## config.mk

```make
export PLATFORM = sky130hd
export DESIGN_NAME = wpt_cell
export DESIGN_NICKNAME = d
export VERILOG_FILES = /design/src/wpt_pkg.sv /design/src/wpt_cell.sv
export SDC_FILE = /design/constraint.sdc
export NUM_CORES = 1
export LEC_CHECK = 0
export BUFFER_PORTS_ARGS = -buffer_cell sky130_fd_sc_hd__buf_4
export CAP_MARGIN = 25
export CELL_PAD_IN_SITES_DETAIL_PLACEMENT = 0
export CELL_PAD_IN_SITES_GLOBAL_PLACEMENT = 2
export CORE_MARGIN = 3
export CORE_UTILIZATION = 32
export DETAILED_ROUTE_END_ITERATION = 8
export PLACE_DENSITY_LB_ADDON = 0.1
export SETUP_SLACK_MARGIN = 0.4
export SLEW_MARGIN = 20
export SYNTH_ARGS = -nofsm -noshare
export SYNTH_HDL_FRONTEND = slang
export SYNTH_SLANG_ARGS = --single-unit
```

## constraint.sdc

```tcl
create_clock -name clock -period 5 [get_ports clock]
set_clock_uncertainty 0.15 [all_clocks]
set_input_delay 0 -clock clock [delete_from_list [all_inputs] [get_ports clock]]
set_output_delay 0 -clock clock [all_outputs]
set_load 0.02 [all_outputs]
```

## src/wpt_pkg.sv

```systemverilog
`default_nettype none

package wpt_pkg;

   localparam int unsigned DATA_WIDTH     = 32;
   localparam int unsigned CSR_ADDR_WIDTH = 2;
   localparam int unsigned CSR_DATA_WIDTH = 32;

   typedef logic [DATA_WIDTH-1:0]     word_type;
   typedef logic [CSR_ADDR_WIDTH-1:0] csr_addr_type;

   localparam csr_addr_type ADDR_FLOOR_VALUE = csr_addr_type'(0);

   typedef enum logic {
      WPT_IDLE,
      WPT_SCAN
   } wpt_state_type;

   function automatic word_type max_word(input word_type a, input word_type b);
      return (a > b) ? a : b;
   endfunction

endpackage

`default_nettype wire

```

## src/wpt_cell.sv

```systemverilog
`default_nettype none

module wpt_cell (
   input  wire              clock,
   input  wire              shift_en,
   input  wpt_pkg::word_type data_in,
   output wpt_pkg::word_type data_out,
   input  wpt_pkg::word_type acc_in,
   output wpt_pkg::word_type acc_out
);
   import wpt_pkg::*;

   word_type data_ff;
   word_type data_in_mux;
   word_type acc_ff;
   word_type acc_in_max;

   always_comb begin
      data_in_mux = shift_en ? data_in : data_ff;
      acc_in_max  = max_word(acc_in, data_ff);
   end

   always_ff @(posedge clock) begin
      data_ff <= data_in_mux;
      acc_ff  <= acc_in_max;
   end

   assign data_out = data_ff;
   assign acc_out  = acc_ff;

endmodule

`default_nettype wire

```

==> impl_metrics.py <==
metrics = {
    "worst_setup_path": {
        "path_cells": "inv_1 -> ha_1 -> nand4_1 -> nor4_1 -> nand3_1 -> a22oi_4 -> buf_4 -> mux2_1",
        "cp_max_fo": 20,
        "required_ps": 5080,
        "critPathKind": "reg -> reg",
        "crit_arrival_ps": 3300,
        "end_kind": "register",
        "critPathLaunchType": "register",
        "cp_slowest_cell": "a22oi_4",
        "slowest_delay_ps": 600,
        "rrSetupSlack_ps": 1780,
    },
    "floorplanning": {
        "num_rows": 34,
        "die_area_um2": 10370,
        "die_h_um": 101.9,
        "initial_core_util_pct": 33.39,
        "num_io_pins": 130,
        "core_um2": 8806,
        "die_w_um": 101.9,
    },
    "global_routing": {
        "grt_overflow": 0,
        "grt_pass1_wl_um": 11450,
        "grt_max_degree": 33,
        "antenna_found_initial": 0,
        "grt_pass1_vias": 2371,
        "grtUsageTotal_pct": 14.50,
    },
    "yosys": {
        "synth_nets": 310,
        "async_flop_share_pct": 0,
        "ys_seq_area_share_pct": 54.47,
        "synth_flop_cell": "edfxtp_1",
        "yosysWarnings": 0,
        "synth_area_per_cell_um2": 13.87,
        "synthCells": 212,
        "synth_edf_count": 32,
        "synth.ff_latch_count": 64,
        "ys_types": 28,
        "syn_area_um2": 2940,
    },
    "clock_network": {
        "clk-insertion-delay-late_ps": 340,
        "clockBufferDepth": 2,
        "cts.clk_slew.worst_paths_ps": 70,
        "cts.sinks": 64,
        "cts-buffers-inserted": 9,
        "cts_max_level": 3,
        "cts_root_buf": "clkbuf_8",
        "cts_setup_buffers": 0,
        "tritoncts": "yes",
    },
    "timing": {
        "rsz0062_at_grt": "no",
        "setup_viol": 0,
        "setup_tns_ps": 0,
        "slew_violations": 0,
        "layout_min_cycle_time_ps": 3220,
        "slew_headroom_pct": 57.40,
        "timing.final.crit_share_pct": 64.41,
        "max_clock_freq_mhz": 310.5,
        "tightest_slew_ps": 639.0,
        "hold_viol": 0,
    },
    "detailed_routing": {
        "drc_errors": 0,
        "via_count": 2312,
        "dr.pass1.iters": 4,
        "post_drt_via_cell_ratio": 4.379,
        "routedWlPerCell_um": 13.76,
        "drt_iter0_markers": 41,
        "wl_um": 7267,
        "ant_nets": 0,
    },
    "power": {
        "p_per_area_nw_per_um2": 308.0,
        "vdd_drop_max_mv": 0.1373,
        "p_leak_nw": 2.368,
    },
    "layout": {
        "fill_cells": 807,
        "nets": 513,
        "fin_util_pct": 55.06,
        "drive_gt1_share_pct": 42.38,
        "area_growth_pct": 64.89,
        "stdcell_count": 528,
        "diodes": 0,
    },
    "placement": {
        "gp_congestion": 0.7037,
        "dp_cells": 447,
        "port_buffers": 129,
        "dp_hpwl_um": 5227,
    },
    "run_status": {
        "run_status": "finished clean",
    },
    "min_path": {
        "hp-class": "in -> reg",
    },
    "run": {
        "drv_cap": 0,
    },
}
[synth_stat cells, types with 2 or more instances]
| cell type | count | area [µm²] |
|---|---|---|
| mux2_1 | 2 | 22.52 |
| edfxtp_1 | 32 | 960.9 |
| a21o_1 | 2 | 15.01 |
| o21ai_0 | 3 | 15.01 |
| buf_6 | 3 | 33.78 |
| nand2_1 | 5 | 18.77 |
| nor3_1 | 2 | 10.01 |
| a21oi_1 | 15 | 75.07 |
| inv_1 | 32 | 120.1 |
| dfxtp_1 | 32 | 640.6 |
| nand3_1 | 2 | 10.01 |
| ha_1 | 32 | 400.4 |
| nand4_1 | 6 | 37.54 |
| mux2_4 | 30 | 450.4 |
[kinds of logic (layout without fill, tap and decap cells)]
kind of cell	count (synthesis)	after routing	synth area share, %
muxes	32	32	16.08
AOI/OAI and AO/OA	28	28	6.128
buffers and inverters	35	243	5.234
DFF	64	64	54.47
and+or+nand+nor	21	21	4.469
adders and majority gates	32	32	13.62
[power by group]
| group | internal [mW] | switching [mW] |
|---|---|---|
| sequential | 0.615 | 0.0278 |
| clock | 0.228 | 0.192 |
| combinational | 0.235 | 0.196 |
[metal layers]
layer  wire, µm  GRT usage (%)  vias to the layer above
met5          0              0                        -
met4         93          5.146                        0
met3        422          4.573                       12
met2       3542          25.15                       77
met1       3207          16.91                     1057
li1           -              -                     1166
[cell type report]
cell class	count	area, µm²	share of cell area [%]
Clock buffer	12	135.1	2.787
Multi-Input combinational cell	113	1185	24.44
Sequential cell	64	1602	33.03
Timing Repair Buffer	195	1627	33.55
Tap cell	108	135.1	2.787
Clock inverter	4	45.04	0.9290
Inverter	32	120.1	2.477
[critical path, delay by kind of cell (launching register included)]
| family | cells | cell delay (ps) |
|---|---|---|
| buffers and inverters | 2 | 540 |
| DFF | 1 | 370 |
| and+or+nand+nor | 3 | 770 |
| adders and majority gates | 1 | 310 |
| muxes | 1 | 360 |
| AOI/OAI and AO/OA | 1 | 600 |
[path summary, 6_finish.rpt]
check / startpoint / end / cells after the start
hold / removal: data_in[28] / data_out[28] / 2
setup reg to reg: data_out[31] / acc_out[0] / 8
setup / recovery: data_out[31] / acc_out[0] / 8
hold reg to reg: data_out[31] / acc_out[31] / 1
[repair_timing]
item                                   CTS  global route
endpoints found under the hold margin   96             0
resized for setup                        0             0
hold buffers                            65             0
[placed cells by master, fill, tap and decap left out, types with 2 or more instances in the layout]
master,synthesis,layout
a21o_1,2,2
a21oi_1,15,15
buf_4,0,130
clkbuf_1,0,3
clkbuf_8,0,9
clkinv_2,0,3
dfxtp_1,32,32
dlygate4sd3_1,0,65
edfxtp_1,32,32
ha_1,32,32
inv_1,32,32
mux2_1,2,2
mux2_4,30,30
nand2_1,5,5
nand3_1,2,2
nand4_1,6,6
nor3_1,2,2
o21ai_0,3,3
[flip-flops by register name, indices dropped and copies added (netlist names)]
name	count
acc_out	32
data_out	32
[through the flow]
stage / area [µm²] / setup WS (ps) / power [mW] / hold slack [ps]
5_1_grt: 4848 / 1511 / 1.576 / 201.9
6_report: 4848 / 1780 / 1.493 / 218.6
3_5_place_dp: 4018 / 1751 / 1.048 / 29.45
3_3_place_gp: 4018 / 1737 / 1.046 / 28.46
2_1_floorplan: 2940 / 2389 / 0.8796 / -51.13
4_1_cts: 4848 / 1706 / 1.519 / 199.2
Note: power is estimated with default switching activity, not from simulation.
